### config.mk
export PLATFORM = sky130hd
export DESIGN_NAME = bdap_ctrl
export DESIGN_NICKNAME = d
export VERILOG_FILES = /design/src/rtl/bdap_pkg.sv /design/src/rtl/bdap_ctrl.sv
export SDC_FILE = /design/constraint.sdc
export NUM_CORES = 1
export LEC_CHECK = 0
export BUFFER_PORTS_ARGS = -buffer_cell sky130_fd_sc_hd__buf_2
export CAP_MARGIN = 20
export CORE_AREA = 2 2 39 41
export DETAILED_ROUTE_END_ITERATION = 10
export DIE_AREA = 0 0 41 43
export MAX_ROUTING_LAYER = met4
export PLACE_DENSITY = 0.55
export SETUP_SLACK_MARGIN = 0.3
export SLEW_MARGIN = 20
export SYNTH_ARGS = -nofsm -noshare
export SYNTH_HDL_FRONTEND = slang
export SYNTH_SLANG_ARGS = --single-unit
export TNS_END_PERCENT = 30
### constraint.sdc
create_clock -name clk -period 1.9 [get_ports clk]
set_input_delay 0.57 -clock clk [delete_from_list [all_inputs] [get_ports clk]]
set_output_delay 0.57 -clock clk [all_outputs]
set_load 0.01 [all_outputs]
### src/rtl/bdap_pkg.sv
// ----------------------------------------------------------------------------
// bdap_pkg
// Shared constants, codes and controller/datapath interface types for the
// alternating pair path search block.
// ----------------------------------------------------------------------------
package bdap_pkg;

  // Field and register widths
  localparam int MAX_NODES_DEF = 6;
  localparam int CMD_W         = 2;
  localparam int IDX_W         = 4;
  localparam int COST_W        = 16;
  localparam int CNT_W         = 4;
  localparam int AWARD_W       = 10;
  localparam int MEMO_W        = 21;
  localparam int PROFIT_W      = 20;
  localparam int CFG_IDX_W     = 2;
  localparam int CFG_DATA_W    = 10;
  localparam int IN_DATA_W     = 32;
  localparam int OUT_DATA_W    = 24;

  // Reset values of the configuration registers
  localparam logic [CNT_W-1:0]   COUNT_RESET = 4'd1;
  localparam logic [AWARD_W-1:0] AWARD_RESET = 10'd250;

  // Input item commands
  localparam logic [CMD_W-1:0] CMD_LOAD_FWD = 2'd0;
  localparam logic [CMD_W-1:0] CMD_LOAD_BWD = 2'd1;
  localparam logic [CMD_W-1:0] CMD_START    = 2'd2;

  // Configuration register indexes
  localparam logic [CFG_IDX_W-1:0] CFG_COUNT_A = 2'd0;
  localparam logic [CFG_IDX_W-1:0] CFG_COUNT_B = 2'd1;
  localparam logic [CFG_IDX_W-1:0] CFG_AWARD   = 2'd2;

  // Controller states
  typedef enum logic [2:0] {
    S_IDLE,
    S_INIT,
    S_NODE,
    S_ISSUE,
    S_ACC,
    S_WRITE
  } state_t;

  // Commands from controller to datapath
  typedef struct packed {
    logic init;      // latch live counts, start at the largest subsets
    logic adv_pair;  // step to the next (i, j) candidate
    logic acc;       // fold the read candidate into the running best
    logic write;     // store the running best, clear best and (i, j)
    logic next_l;    // step to the next last-B node
    logic adv_node;  // step to the next (used A, used B) subset pair
    logic out_load;  // hand the root value to the output register
  } ctl_cmd_t;

  // Status from datapath to controller
  typedef struct packed {
    logic terminal;   // no pair can be added to this subset pair
    logic usable;     // candidate A and B nodes are both free
    logic pair_last;  // candidate is the last (i, j)
    logic l_last;     // last-B loop is at its end
    logic root;       // empty subsets, no last node
    logic out_busy;   // output register holds an item not yet taken
  } ctl_stat_t;

endpackage

### src/rtl/bdap_ctrl.sv
// ----------------------------------------------------------------------------
// bdap_ctrl
// Sequencer for the subset search: walks subset pairs, last-B nodes and
// candidate pairs, and paces the memo reads and writes of the datapath.
// ----------------------------------------------------------------------------
module bdap_ctrl (
  input  logic                clk,
  input  logic                rst_n,
  input  logic                in_tvalid,
  input  logic                in_is_start,
  output logic                in_tready,
  input  bdap_pkg::ctl_stat_t stat,
  output bdap_pkg::ctl_cmd_t  cmd
);

  import bdap_pkg::*;

  state_t state_r;
  state_t state_nxt;

  // State register
  always_ff @(posedge clk) begin
    if (!rst_n) begin
      state_r <= S_IDLE;
    end else begin
      state_r <= state_nxt;
    end
  end

  // Next state
  always_comb begin
    state_nxt = state_r;
    unique case (state_r)
      S_IDLE: begin
        if (in_tvalid && in_is_start) begin
          state_nxt = S_INIT;
        end
      end
      S_INIT: state_nxt = S_NODE;
      S_NODE: begin
        state_nxt = stat.terminal ? S_WRITE : S_ISSUE;
      end
      S_ISSUE: begin
        if (stat.usable) begin
          state_nxt = S_ACC;
        end else if (stat.pair_last) begin
          state_nxt = S_WRITE;
        end
      end
      S_ACC: begin
        state_nxt = stat.pair_last ? S_WRITE : S_ISSUE;
      end
      S_WRITE: begin
        if (stat.root) begin
          if (!stat.out_busy) begin
            state_nxt = S_IDLE;
          end
        end else begin
          state_nxt = S_NODE;
        end
      end
      default: state_nxt = S_IDLE;
    endcase
  end

  // Outputs
  always_comb begin
    cmd       = '0;
    in_tready = 1'b0;
    unique case (state_r)
      S_IDLE:  in_tready = 1'b1;
      S_INIT:  cmd.init = 1'b1;
      S_NODE:  ;
      S_ISSUE: begin
        cmd.adv_pair = !stat.usable && !stat.pair_last;
      end
      S_ACC: begin
        cmd.acc      = 1'b1;
        cmd.adv_pair = !stat.pair_last;
      end
      S_WRITE: begin
        if (stat.root) begin
          cmd.out_load = !stat.out_busy;
        end else begin
          cmd.write    = 1'b1;
          cmd.adv_node = stat.l_last;
          cmd.next_l   = !stat.l_last;
        end
      end
      default: ;
    endcase
  end

  // Input is only taken while idle
  a_ready_idle: assert property (@(posedge clk) disable iff (!rst_n)
    in_tready |-> state_r == S_IDLE)
    else $error("input ready outside idle");

  // A start leaves idle at once
  a_start_leaves: assert property (@(posedge clk) disable iff (!rst_n)
    (in_tready && in_tvalid && in_is_start) |=> state_r == S_INIT)
    else $error("start item not taken up");

endmodule

==> tab_implementation.tex, run 1 <==
\begin{tabular}{lr}
\hline
Metric & Value \\
\hline
\multicolumn{2}{l}{\textbf{Status}} \\
\quad Status & complete, no violations \\
\multicolumn{2}{l}{\textbf{Setup path}} \\
\quad Worst r2r dst & state\_r[2] \\
\quad Slowest CP cell & sky130\_fd\_sc\_hd\_\_nor4bb\_1 \\
\quad Startpoint type of the worst setup path & input pin \\
\quad Kind of critical path & in -> out \\
\quad Reg-to-reg setup timing slack & 0.67 ns \\
\quad Worst endpoint data arrival time & 1.23 ns \\
\quad Path depth of the worst reg2reg path & 3 \\
\quad CP Capture Type & output pin \\
\quad Critical path data required time & 1.33 ns \\
\quad CP peak stage delay & 0.25 ns \\
\quad Launch instance of the worst register-to-register path & state\_r[0] \\
\quad Worst-path cell chain & buf\_2 -> nor4bb\_1 -> o21ba\_1 -> buf\_2 \\
\quad Cell mode on critical path & sky130\_fd\_sc\_hd\_\_buf\_2 \\
\quad Worst Path Max Fanout & 3 \\
\multicolumn{2}{l}{\textbf{Route}} \\
\quad Vias per cell & 4.63 \\
\quad Number of antenna-violating nets in the routed design & 0 \\
\quad Routed via count & 310 \\
\quad Detailed-route DRC error count & 0 \\
\quad Wire length after detailed routing & 672 um \\
\quad Routed wirelength normalized by instance count & 10.0 um \\
\quad Detailed Routing Iterations Pass 1 & 4 \\
\quad Number of violations reported at the end of detailed-routing iteration 0 & 2 \\
\multicolumn{2}{l}{\textbf{Layout}} \\
\quad Top register by number of flip-flops & state\_r \\
\quad Antenna diode count & 0 \\
\quad Final layout net count & 62 \\
\quad Sequential cell area & 66.3 um\^{}2 \\
\quad Multi-input gate area in the final layout & 211 um\^{}2 \\
\quad Max FFs per register & 3 \\
\quad Finished Cell Area & 415 um\^{}2 \\
\quad Filler cell count in the final layout & 168 \\
\quad Area grow syn2layout & 53.0\% \\
\quad Biggest regs & state\_r (3) \\
\quad Proportion of layout cells with a drive suffix above 1 & 58.8\% \\
\multicolumn{2}{l}{\textbf{Floorplan}} \\
\quad Effective utilization at floorplan & 19.6\% \\
\quad Die X-Extent & 41 um \\
\quad Number of ports placed on the die boundary & 18 \\
\quad Placeable core region & 1380 um\^{}2 \\
\quad \# rows & 14 \\
\quad Die Area & 1760 um\^{}2 \\
\quad Die outline height & 43 um \\
\multicolumn{2}{l}{\textbf{Timing}} \\
\quad TNS Setup & 0 ns \\
\quad Final Hold Fails & 0 \\
\quad Max-slew violation total from the final report & 0 \\
\quad Number of endpoints failing setup at the final stage & 0 \\
\quad Hold Worst Slack & 0.569 ns \\
\quad Maximum clock rate & 557 MHz \\
\quad Worst-margin pin slew & 0.222 ns \\
\quad Worst relative slew slack & 85.0\% \\
\quad Final critical delay including setup and external delays & 1.80 ns \\
\quad Setup repair after global routing missed its margin & yes \\
\quad Final worst path period share & 94.5\% \\
\quad Max Clock Skew & 0.00438 ns \\
\multicolumn{2}{l}{\textbf{Placement}} \\
\quad Cell area after placement & 377 um\^{}2 \\
\quad Final weighted congestion in routability-driven placement & 0.741 \\
\quad Number of input and output port buffers inserted & 17 \\
\multicolumn{2}{l}{\textbf{Global route}} \\
\quad First-pass GRT wire length & 1120 um \\
\quad Initial antenna violation count & 0 \\
\quad Maximum number of pins on one net before global-route repair & 11 \\
\quad Total overflow reported by the global router & 0 \\
\quad Total routing usage reported by global routing & 10.1\% \\
\quad Number of global-route vias before repair & 289 \\
\multicolumn{2}{l}{\textbf{Pwr}} \\
\quad Overall power consumption & 0.285 mW \\
\quad Power density cells & 685 nW/um\^{}2 \\
\quad Leakage component of the power & 0.192 nW \\
\quad Maximum VDD drop & 0.000229 V \\
\multicolumn{2}{l}{\textbf{Clock network}} \\
\quad Longest Clk Path Bufs & 2 \\
\quad Number of setup buffers added after CTS & 0 \\
\quad Clock insertion delay at the later pin of the skew report & 0.23 ns \\
\quad Hold\_buf cts & 0 \\
\quad Library cell used as clock root buffer & sky130\_fd\_sc\_hd\_\_clkbuf\_4 \\
\quad Number of buffers created by CTS & 3 \\
\quad Clock transition at the register clock pins on the worst setup and hold paths after CTS & 0.04 ns \\
\quad CTS tree & built \\
\quad CTS sink cnt & 3 \\
\quad Level count of the clock H-tree & 1 \\
\multicolumn{2}{l}{\textbf{Synthesis}} \\
\quad Multiplexer share of the synthesized area & 0\% \\
\quad Cell variety after synth & 23 \\
\quad Number of flops mapped to enable cells by yosys & 0 \\
\quad Warning count from the yosys run & 0 \\
\quad Main combinational cell family by area after synthesis & simple AND/OR/NAND/NOR gates \\
\quad Number of instances in the synthesized netlist & 32 \\
\quad Net count after synthesis & 42 \\
\quad Most instantiated flip-flop cell in the synthesis netlist & sky130\_fd\_sc\_hd\_\_dfxtp\_1 \\
\quad Async set or reset register ratio after synthesis & 0\% \\
\quad Average footprint of a synthesized cell & 8.48 um\^{}2 \\
\quad Simple logic cell fraction of the synthesized area & 44.7\% \\
\quad Post-synthesis sequential element count & 3 \\
\quad Compound-cell area share of the yosys netlist & 26.3\% \\
\quad Synthesized cell area & 272 um\^{}2 \\
\quad Sequential element share of the synthesized area & 22.1\% \\
\quad Area share of fa/ha/maj cells after synthesis & 0\% \\
\quad Synthesized-area fraction occupied by xor and xnor cells & 0\% \\
\multicolumn{2}{l}{\textbf{Hold path}} \\
\quad Hold\_sp & state\_r[2] \\
\quad Hold Path Depth & 2 \\
\quad Hold Path End & state\_r[2] \\
\quad Min-Delay Path Class & reg -> reg \\
\multicolumn{2}{l}{\textbf{Run}} \\
\quad Max-cap viol count & 0 \\
\hline
\end{tabular}
critical path: cells and delay by family:
family / cells / cell delay, ns
compound gates: 1 / 0.17
simple gates: 1 / 0.25
buf+inv: 2 / 0.24
cells in the final DEF, fill, tap and decap left out, drive strengths merged:
master   n
a21bo    1
buf     17
nor2b    2
clkbuf   4
o31a     1
and2     1
or2      1
a21oi    3
or3b     1
o32ai    1
o21ba    2
nand2b   2
nor3     2
nor3b    3
dfxtp    3
nor2     1
nand3    1
nor4bb   1
a32oi    1
nand2    3
report_power, final:
part / switching [mW] / internal, mW / total, mW
Combinational: 0.0389 / 0.0453 / 0.0842
Sequential: 0.0163 / 0.0729 / 0.0892
Clock: 0.0326 / 0.0787 / 0.111
Total: 0.0877 / 0.197 / 0.285
kinds of logic after synthesis:
group	after synthesis
buffers and inverters	2
DFF	3
AOI/OAI and AO/OA	9
and+or+nand+nor	18
per-layer routing:
layer | global-route usage, % | part of all wire, %
met1 | 9.94 | 37
met2 | 15.3 | 56
met3 | 3.14 | 6.4
met4 | 8.00 | 0
met5 | - | 0
stage by stage:
stage	worst slack [ns]	utilization [%]	instances
2_1_floorplan	0.315	-	32
3_3_place_gp	0.121	27.2	63
3_5_place_dp	0.0917	27.2	63
4_1_cts	0.0916	29.6	67
5_1_grt	0.0145	30.0	67
6_report	0.104	30.0	67
synth_stat cells (2+ instances only):
cell type / number / area [um^2]
sky130_fd_sc_hd__nor3_1: 2 / 10.0
sky130_fd_sc_hd__nand2_1: 3 / 11.3
sky130_fd_sc_hd__nor2b_1: 2 / 12.5
sky130_fd_sc_hd__dfxtp_1: 3 / 60.1
sky130_fd_sc_hd__nor3b_1: 2 / 15.0
sky130_fd_sc_hd__a21oi_1: 3 / 15.0
cell type report:
type / instances / area share (%)
repair buffers: 17 / 22.0
flip-flops and latches: 3 / 16.0
clock buffers: 4 / 6.33
multi-input cells: 27 / 50.9
well taps: 16 / 4.82
how the worst max path moves through the flow:
stage	cells after the start	slack, ns	startpoint	end
3_3_place_gp	4	0.12	stat[4]	cmd[5]
3_5_place_dp	4	0.09	stat[4]	cmd[5]
6_report	4	0.10	stat[4]	cmd[5]
5_1_grt	4	0.01	state_r[1]	cmd[2]
2_1_floorplan	2	0.32	stat[1]	cmd[1]
4_1_cts	4	0.09	stat[4]	cmd[5]
repair_timing:
action | 4_1_cts | 5_1_grt
endpoints found under the setup margin | 8 | 7
resized for setup | 4 | 1
pin swaps | 0 | 2
Note: power is estimated with default switching activity, not from simulation.
==> run 2: changes to the inputs <==
--- a/config.mk
+++ b/config.mk
@@ -10,8 +10,9 @@
 export CORE_AREA = 2 2 39 41
 export DETAILED_ROUTE_END_ITERATION = 10
 export DIE_AREA = 0 0 41 43
+export GPL_ROUTABILITY_DRIVEN = 0
 export MAX_ROUTING_LAYER = met4
-export PLACE_DENSITY = 0.55
+export PLACE_DENSITY = 0.56
 export SETUP_SLACK_MARGIN = 0.3
 export SLEW_MARGIN = 20
 export SYNTH_ARGS = -nofsm -noshare
==> constraint.sdc (replaced) <==
create_clock -name clk -period 1.6 [get_ports clk]
set_input_delay 0.48 -clock clk [delete_from_list [all_inputs] [get_ports clk]]
set_output_delay 0.48 -clock clk [all_outputs]
set_load 0.01 [all_outputs]
==> tab_implementation.tex, run 2 (same netlist as run 1, synthesis figures left out) <==
\begin{tabular}{lr}
\hline
Metric & Value \\
\hline
\multicolumn{2}{l}{\textbf{Status}} \\
\quad Status & finished with violations \\
\quad Violated checks & setup timing \\
\multicolumn{2}{l}{\textbf{Setup path}} \\
\quad Worst r2r dst & state\_r[2] \\
\quad Startpoint type of the worst setup path & flop \\
\quad Worst Path Max Fanout & 5 \\
\quad Launch instance of the worst register-to-register path & state\_r[0] \\
\quad Critical path data required time & 1.12 ns \\
\quad Reg-to-reg setup timing slack & 0.28 ns \\
\quad Kind of critical path & reg -> out \\
\quad Worst endpoint data arrival time & 1.19 ns \\
\quad CP Capture Type & output pin \\
\quad Path depth of the worst reg2reg path & 4 \\
\multicolumn{2}{l}{\textbf{Hold path}} \\
\quad Hold Path Depth & 2 \\
\quad Min-Delay Path Class & in -> reg \\
\quad Hold Path End & state\_r[1] \\
\quad Hold\_sp & rst\_n \\
\multicolumn{2}{l}{\textbf{Timing}} \\
\quad Final critical delay including setup and external delays & 1.67 ns \\
\quad Setup repair after global routing missed its margin & yes \\
\quad Final Hold Fails & 0 \\
\quad Max Clock Skew & 0.00200 ns \\
\quad Number of endpoints failing setup at the final stage & 4 \\
\quad Worst relative slew slack & 84.7\% \\
\quad Max-slew violation total from the final report & 0 \\
\quad Slack of the critical path & -0.0734 ns \\
\quad Worst-margin pin slew & 0.228 ns \\
\quad Final worst path period share & 105\% \\
\quad Maximum clock rate & 598 MHz \\
\multicolumn{2}{l}{\textbf{Layout}} \\
\quad Biggest regs & state\_r (3) \\
\quad Final layout net count & 68 \\
\quad Max FFs per register & 3 \\
\quad Commonest cells after routing, fill and taps aside & sky130\_fd\_sc\_hd\_\_buf\_2, sky130\_fd\_sc\_hd\_\_buf\_4 \\
\quad Area grow syn2layout & 81.1\% \\
\quad Top register by number of flip-flops & state\_r \\
\quad Multi-input gate area in the final layout & 234 um\^{}2 \\
\quad Proportion of layout cells with a drive suffix above 1 & 68.4\% \\
\quad Sequential cell area & 71.3 um\^{}2 \\
\quad Antenna diode count & 0 \\
\quad Finished Cell Area & 492 um\^{}2 \\
\quad Most common library cell in the layout ignoring fill and taps & sky130\_fd\_sc\_hd\_\_buf\_2 \\
\quad Core Util, Final & 35.5\% \\
\quad Filler cell count in the final layout & 153 \\
\multicolumn{2}{l}{\textbf{Global route}} \\
\quad Initial antenna violation count & 0 \\
\quad Total routing usage reported by global routing & 11.1\% \\
\quad Number of global-route vias before repair & 350 \\
\quad First-pass GRT wire length & 1310 um \\
\quad Maximum number of pins on one net before global-route repair & 8 \\
\quad Total overflow reported by the global router & 0 \\
\multicolumn{2}{l}{\textbf{Floorplan}} \\
\quad Die Area & 1760 um\^{}2 \\
\quad Placeable core region & 1380 um\^{}2 \\
\quad Number of ports placed on the die boundary & 18 \\
\quad Die X-Extent & 41 um \\
\quad Die outline height & 43 um \\
\quad Effective utilization at floorplan & 19.6\% \\
\quad \# rows & 14 \\
\multicolumn{2}{l}{\textbf{Placement}} \\
\quad Number of input and output port buffers inserted & 17 \\
\quad Cell area after placement & 407 um\^{}2 \\
\quad DP Wirelength & 602 um \\
\multicolumn{2}{l}{\textbf{Pwr}} \\
\quad Leakage component of the power & 0.229 nW \\
\quad Maximum VDD drop & 0.000315 V \\
\quad Power density cells & 755 nW/um\^{}2 \\
\multicolumn{2}{l}{\textbf{Clock network}} \\
\quad Hold\_buf cts & 0 \\
\quad Clock insertion delay at the later pin of the skew report & 0.23 ns \\
\quad Library cell used as clock root buffer & sky130\_fd\_sc\_hd\_\_clkbuf\_4 \\
\quad Longest Clk Path Bufs & 2 \\
\quad Number of buffers created by CTS & 3 \\
\quad Level count of the clock H-tree & 1 \\
\quad CTS tree & built \\
\quad CTS sink cnt & 3 \\
\quad Clock transition at the register clock pins on the worst setup and hold paths after CTS & 0.03 ns \\
\multicolumn{2}{l}{\textbf{Route}} \\
\quad Detailed Routing Iterations Pass 1 & 1 \\
\quad Routed wirelength normalized by instance count & 10.3 um \\
\quad Wire length after detailed routing & 751 um \\
\quad Number of antenna-violating nets in the routed design & 0 \\
\quad Vias per cell & 4.47 \\
\quad Number of violations reported at the end of detailed-routing iteration 0 & 0 \\
\quad Routed via count & 326 \\
\quad Detailed-route DRC error count & 0 \\
\multicolumn{2}{l}{\textbf{Run}} \\
\quad Max-cap viol count & 0 \\
\hline
\end{tabular}
-- run 2: cell types whose count changed in the layout (fill, tap and decap cells not counted), sizes merged --
cell,before,now
buf,17,23
-- run 2: routing by layer --
metal | up-vias | wire (um) | track usage [%]
li1 | 168 | - | -
met1 | 151 | 264 | 10.3
met2 | 7 | 449 | 20.0
met3 | 0 | 37 | 1.57
met4 | 0 | 0 | 6.00
met5 | - | 0 | -
-- run 2: timing repair --
| action | 4_1_cts | 5_1_grt |
|---|---|---|
| pin swaps | 5 | 4 |
| gates resized for setup | 10 | 2 |
| buffers inserted | 2 | 0 |
| setup endpoints to repair | 9 | 9 |
-- run 2: worst max path at each step --
stage	slack (ns)	from	cells past startpoint	endpoint
6_report	-0.07	state_r[1]	4	cmd[2]
3_5_place_dp	-0.03	stat[4]	4	cmd[5]
2_1_floorplan	0.17	state_r[0]	3	cmd[5]
5_1_grt	-0.14	state_r[2]	3	cmd[5]
4_1_cts	-0.12	state_r[1]	4	cmd[2]
3_3_place_gp	0.009	stat[4]	4	cmd[5]
-- run 2: area by class of cell --
class                   count  area share [%]
clock buffers               4            5.34
well taps                  16            4.07
multi-input cells          27            47.6
flip-flops and latches      3            14.5
repair buffers             23            28.5
-- run 2: critical path, stage by stage, from the launching register on --
cell and delay (ns):
sky130_fd_sc_hd__dfxtp_4 0.35, sky130_fd_sc_hd__nand2b_4 0.15, sky130_fd_sc_hd__nor3b_4 0.19, sky130_fd_sc_hd__nor2b_4 0.17, sky130_fd_sc_hd__buf_6 0.10
-- run 2: report_power, final --
part / switching [mW] / internal, mW / leakage, nW
registers: 0.0205 / 0.0857 / 0.0267
clock network: 0.0350 / 0.0932 / 0.0150
logic: 0.0561 / 0.0806 / 0.188
-- run 2: stage by stage --
stage / hold WS [ns] / power, mW / cells / setup WS (ns) / setup TNS [ns]
after detailed placement: 0.606 / 0.216 / 67 / -0.0256 / -0.0313
after floorplan: 0.597 / 0.173 / 32 / 0.170 / 0
after global placement: 0.596 / 0.215 / 67 / 0.00867 / 0
after global routing: 0.519 / 0.401 / 73 / -0.142 / -0.517
after CTS: 0.508 / 0.381 / 73 / -0.122 / -0.356
final: 0.514 / 0.371 / 73 / -0.0734 / -0.210
==> run 3: changes to the inputs <==
--- a/config.mk
+++ b/config.mk
@@ -7,14 +7,16 @@
 export LEC_CHECK = 0
 export BUFFER_PORTS_ARGS = -buffer_cell sky130_fd_sc_hd__buf_2
 export CAP_MARGIN = 20
+export CELL_PAD_IN_SITES_DETAIL_PLACEMENT = 1
+export CELL_PAD_IN_SITES_GLOBAL_PLACEMENT = 1
 export CORE_AREA = 2 2 39 41
+export CTS_BUF_LIST = sky130_fd_sc_hd__clkbuf_8 sky130_fd_sc_hd__clkbuf_16
 export DETAILED_ROUTE_END_ITERATION = 10
 export DIE_AREA = 0 0 41 43
 export GPL_ROUTABILITY_DRIVEN = 0
 export MAX_ROUTING_LAYER = met4
-export PLACE_DENSITY = 0.56
+export PLACE_DENSITY = 0.73
 export SETUP_SLACK_MARGIN = 0.3
-export SLEW_MARGIN = 20
 export SYNTH_ARGS = -nofsm -noshare
 export SYNTH_HDL_FRONTEND = slang
 export SYNTH_SLANG_ARGS = --single-unit
==> tab_implementation.tex, run 3 (same netlist as run 1, synthesis figures left out) <==
\begin{tabular}{lr}
\hline
Metric & Value \\
\hline
\multicolumn{2}{l}{\textbf{Clock network}} \\
\quad Clock transition at the register clock pins on the worst setup and hold paths after CTS & 0.03 ns \\
\quad Level count of the clock H-tree & 1 \\
\quad CTS sink cnt & 3 \\
\quad Number of buffers created by CTS & 3 \\
\quad Longest Clk Path Bufs & 2 \\
\quad CTS tree & built \\
\quad Library cell used as clock root buffer & sky130\_fd\_sc\_hd\_\_clkbuf\_8 \\
\quad Clock insertion delay at the later pin of the skew report & 0.22 ns \\
\quad Hold\_buf cts & 0 \\
\multicolumn{2}{l}{\textbf{Route}} \\
\quad Number of antenna-violating nets in the routed design & 0 \\
\quad Wire length after detailed routing & 950 um \\
\quad Detailed-route DRC error count & 0 \\
\quad Number of violations reported at the end of detailed-routing iteration 0 & 4 \\
\quad Routed wirelength normalized by instance count & 12.7 um \\
\quad Detailed Routing Iterations Pass 1 & 2 \\
\quad Vias per cell & 4.61 \\
\quad Routed via count & 346 \\
\multicolumn{2}{l}{\textbf{Timing}} \\
\quad Worst-margin pin slew & 0.216 ns \\
\quad Maximum clock rate & 606 MHz \\
\quad Number of endpoints failing setup at the final stage & 4 \\
\quad Worst relative slew slack & 85.6\% \\
\quad Max-slew violation total from the final report & 0 \\
\quad Setup repair after global routing missed its margin & yes \\
\quad Max Clock Skew & 0.00155 ns \\
\quad Final worst path period share & 103\% \\
\quad Final critical delay including setup and external delays & 1.65 ns \\
\quad Final Hold Fails & 0 \\
\quad Slack of the critical path & -0.0497 ns \\
\multicolumn{2}{l}{\textbf{Layout}} \\
\quad Commonest cells after routing, fill and taps aside & sky130\_fd\_sc\_hd\_\_buf\_2, sky130\_fd\_sc\_hd\_\_buf\_4 \\
\quad Area grow syn2layout & 95.9\% \\
\quad Max FFs per register & 3 \\
\quad Finished Cell Area & 532 um\^{}2 \\
\quad Proportion of layout cells with a drive suffix above 1 & 67.8\% \\
\quad Final layout net count & 70 \\
\quad Antenna diode count & 0 \\
\quad Biggest regs & state\_r (3) \\
\quad Most common library cell in the layout ignoring fill and taps & sky130\_fd\_sc\_hd\_\_buf\_2 \\
\quad Top register by number of flip-flops & state\_r \\
\multicolumn{2}{l}{\textbf{Setup path}} \\
\quad Kind of critical path & reg -> out \\
\quad Startpoint type of the worst setup path & flop \\
\quad Worst endpoint data arrival time & 1.17 ns \\
\quad Worst Path Max Fanout & 4 \\
\quad Reg-to-reg setup timing slack & 0.33 ns \\
\quad CP Capture Type & output pin \\
\quad Critical path data required time & 1.12 ns \\
\multicolumn{2}{l}{\textbf{Pwr}} \\
\quad Leakage component of the power & 0.250 nW \\
\quad Maximum VDD drop & 0.000436 V \\
\quad Overall power consumption & 0.476 mW \\
\quad Power density cells & 894 nW/um\^{}2 \\
\multicolumn{2}{l}{\textbf{Floorplan}} \\
\quad Die Area & 1760 um\^{}2 \\
\quad Die outline height & 43 um \\
\quad \# rows & 14 \\
\quad Effective utilization at floorplan & 19.6\% \\
\quad Placeable core region & 1380 um\^{}2 \\
\quad Number of ports placed on the die boundary & 18 \\
\quad Die X-Extent & 41 um \\
\multicolumn{2}{l}{\textbf{Placement}} \\
\quad DP Wirelength & 630 um \\
\quad Number of input and output port buffers inserted & 17 \\
\quad Cell area after placement & 399 um\^{}2 \\
\multicolumn{2}{l}{\textbf{Global route}} \\
\quad Total routing usage reported by global routing & 14.1\% \\
\quad First-pass GRT wire length & 1550 um \\
\quad Maximum number of pins on one net before global-route repair & 7 \\
\quad Total overflow reported by the global router & 0 \\
\quad Initial antenna violation count & 0 \\
\quad Number of global-route vias before repair & 363 \\
\multicolumn{2}{l}{\textbf{Run}} \\
\quad Max-cap viol count & 0 \\
\multicolumn{2}{l}{\textbf{Status}} \\
\quad Violated checks & setup timing \\
\quad Status & finished with violations \\
\multicolumn{2}{l}{\textbf{Hold path}} \\
\quad Min-Delay Path Class & in -> reg \\
\hline
\end{tabular}
[run 3: repair_timing]
item / 4_1_cts / 5_1_grt
endpoints found under the setup margin: 8 / 9
gates resized for setup: 11 / 2
gates cloned: 0 / 0
setup buffers: 4 / 1
pin swaps: 5 / 0
[run 3: power by group]
part	leakage, nW	switching, mW	internal [mW]
clock	0.0269	0.0547	0.164
combinational	0.196	0.0638	0.0914
sequential	0.0267	0.0162	0.0856
[run 3: path summary, 6_finish.rpt]
path         startpoint    endpoint  depth (start not counted)
min               rst_n  state_r[1]                          2
min reg2reg  state_r[0]  state_r[0]                          2
max          state_r[1]      cmd[2]                          4
max reg2reg  state_r[0]  state_r[2]                          5
[run 3: final cells by class]
cell class	instances	area (um^2)
clock buffers	3	41.3
well taps	16	20.0
flip-flops and latches	3	71.3
clock inverters	1	3.75
fillers	171	852
multi-input cells	27	234
repair buffers	25	161
[run 3: critical path, cell delays in order (launching register included)]
cell,delay [ns]
sky130_fd_sc_hd__dfxtp_4,0.34
sky130_fd_sc_hd__nand2b_4,0.16
sky130_fd_sc_hd__nor3b_4,0.19
sky130_fd_sc_hd__nor2b_4,0.17
sky130_fd_sc_hd__buf_6,0.10
[run 3: through the flow]
stage	hold WS (ns)	cells	worst slack (ns)	utilization, %	TNS, ns
floorplan	0.597	32	0.170	-	0
global placement	0.634	66	0.00659	28.8	0
detailed placement	0.646	66	-0.0603	28.8	-0.0603
CTS	0.529	74	-0.0575	37.3	-0.177
global route	0.526	75	-0.143	38.4	-0.526
finish	0.520	75	-0.0497	38.4	-0.147
[run 3: per-layer routing]
metal,global-route usage [%],share of wire [%]
met1,14.1,38
met2,22.5,55
met3,6.28,7.1
met4,6.00,0
met5,-,0
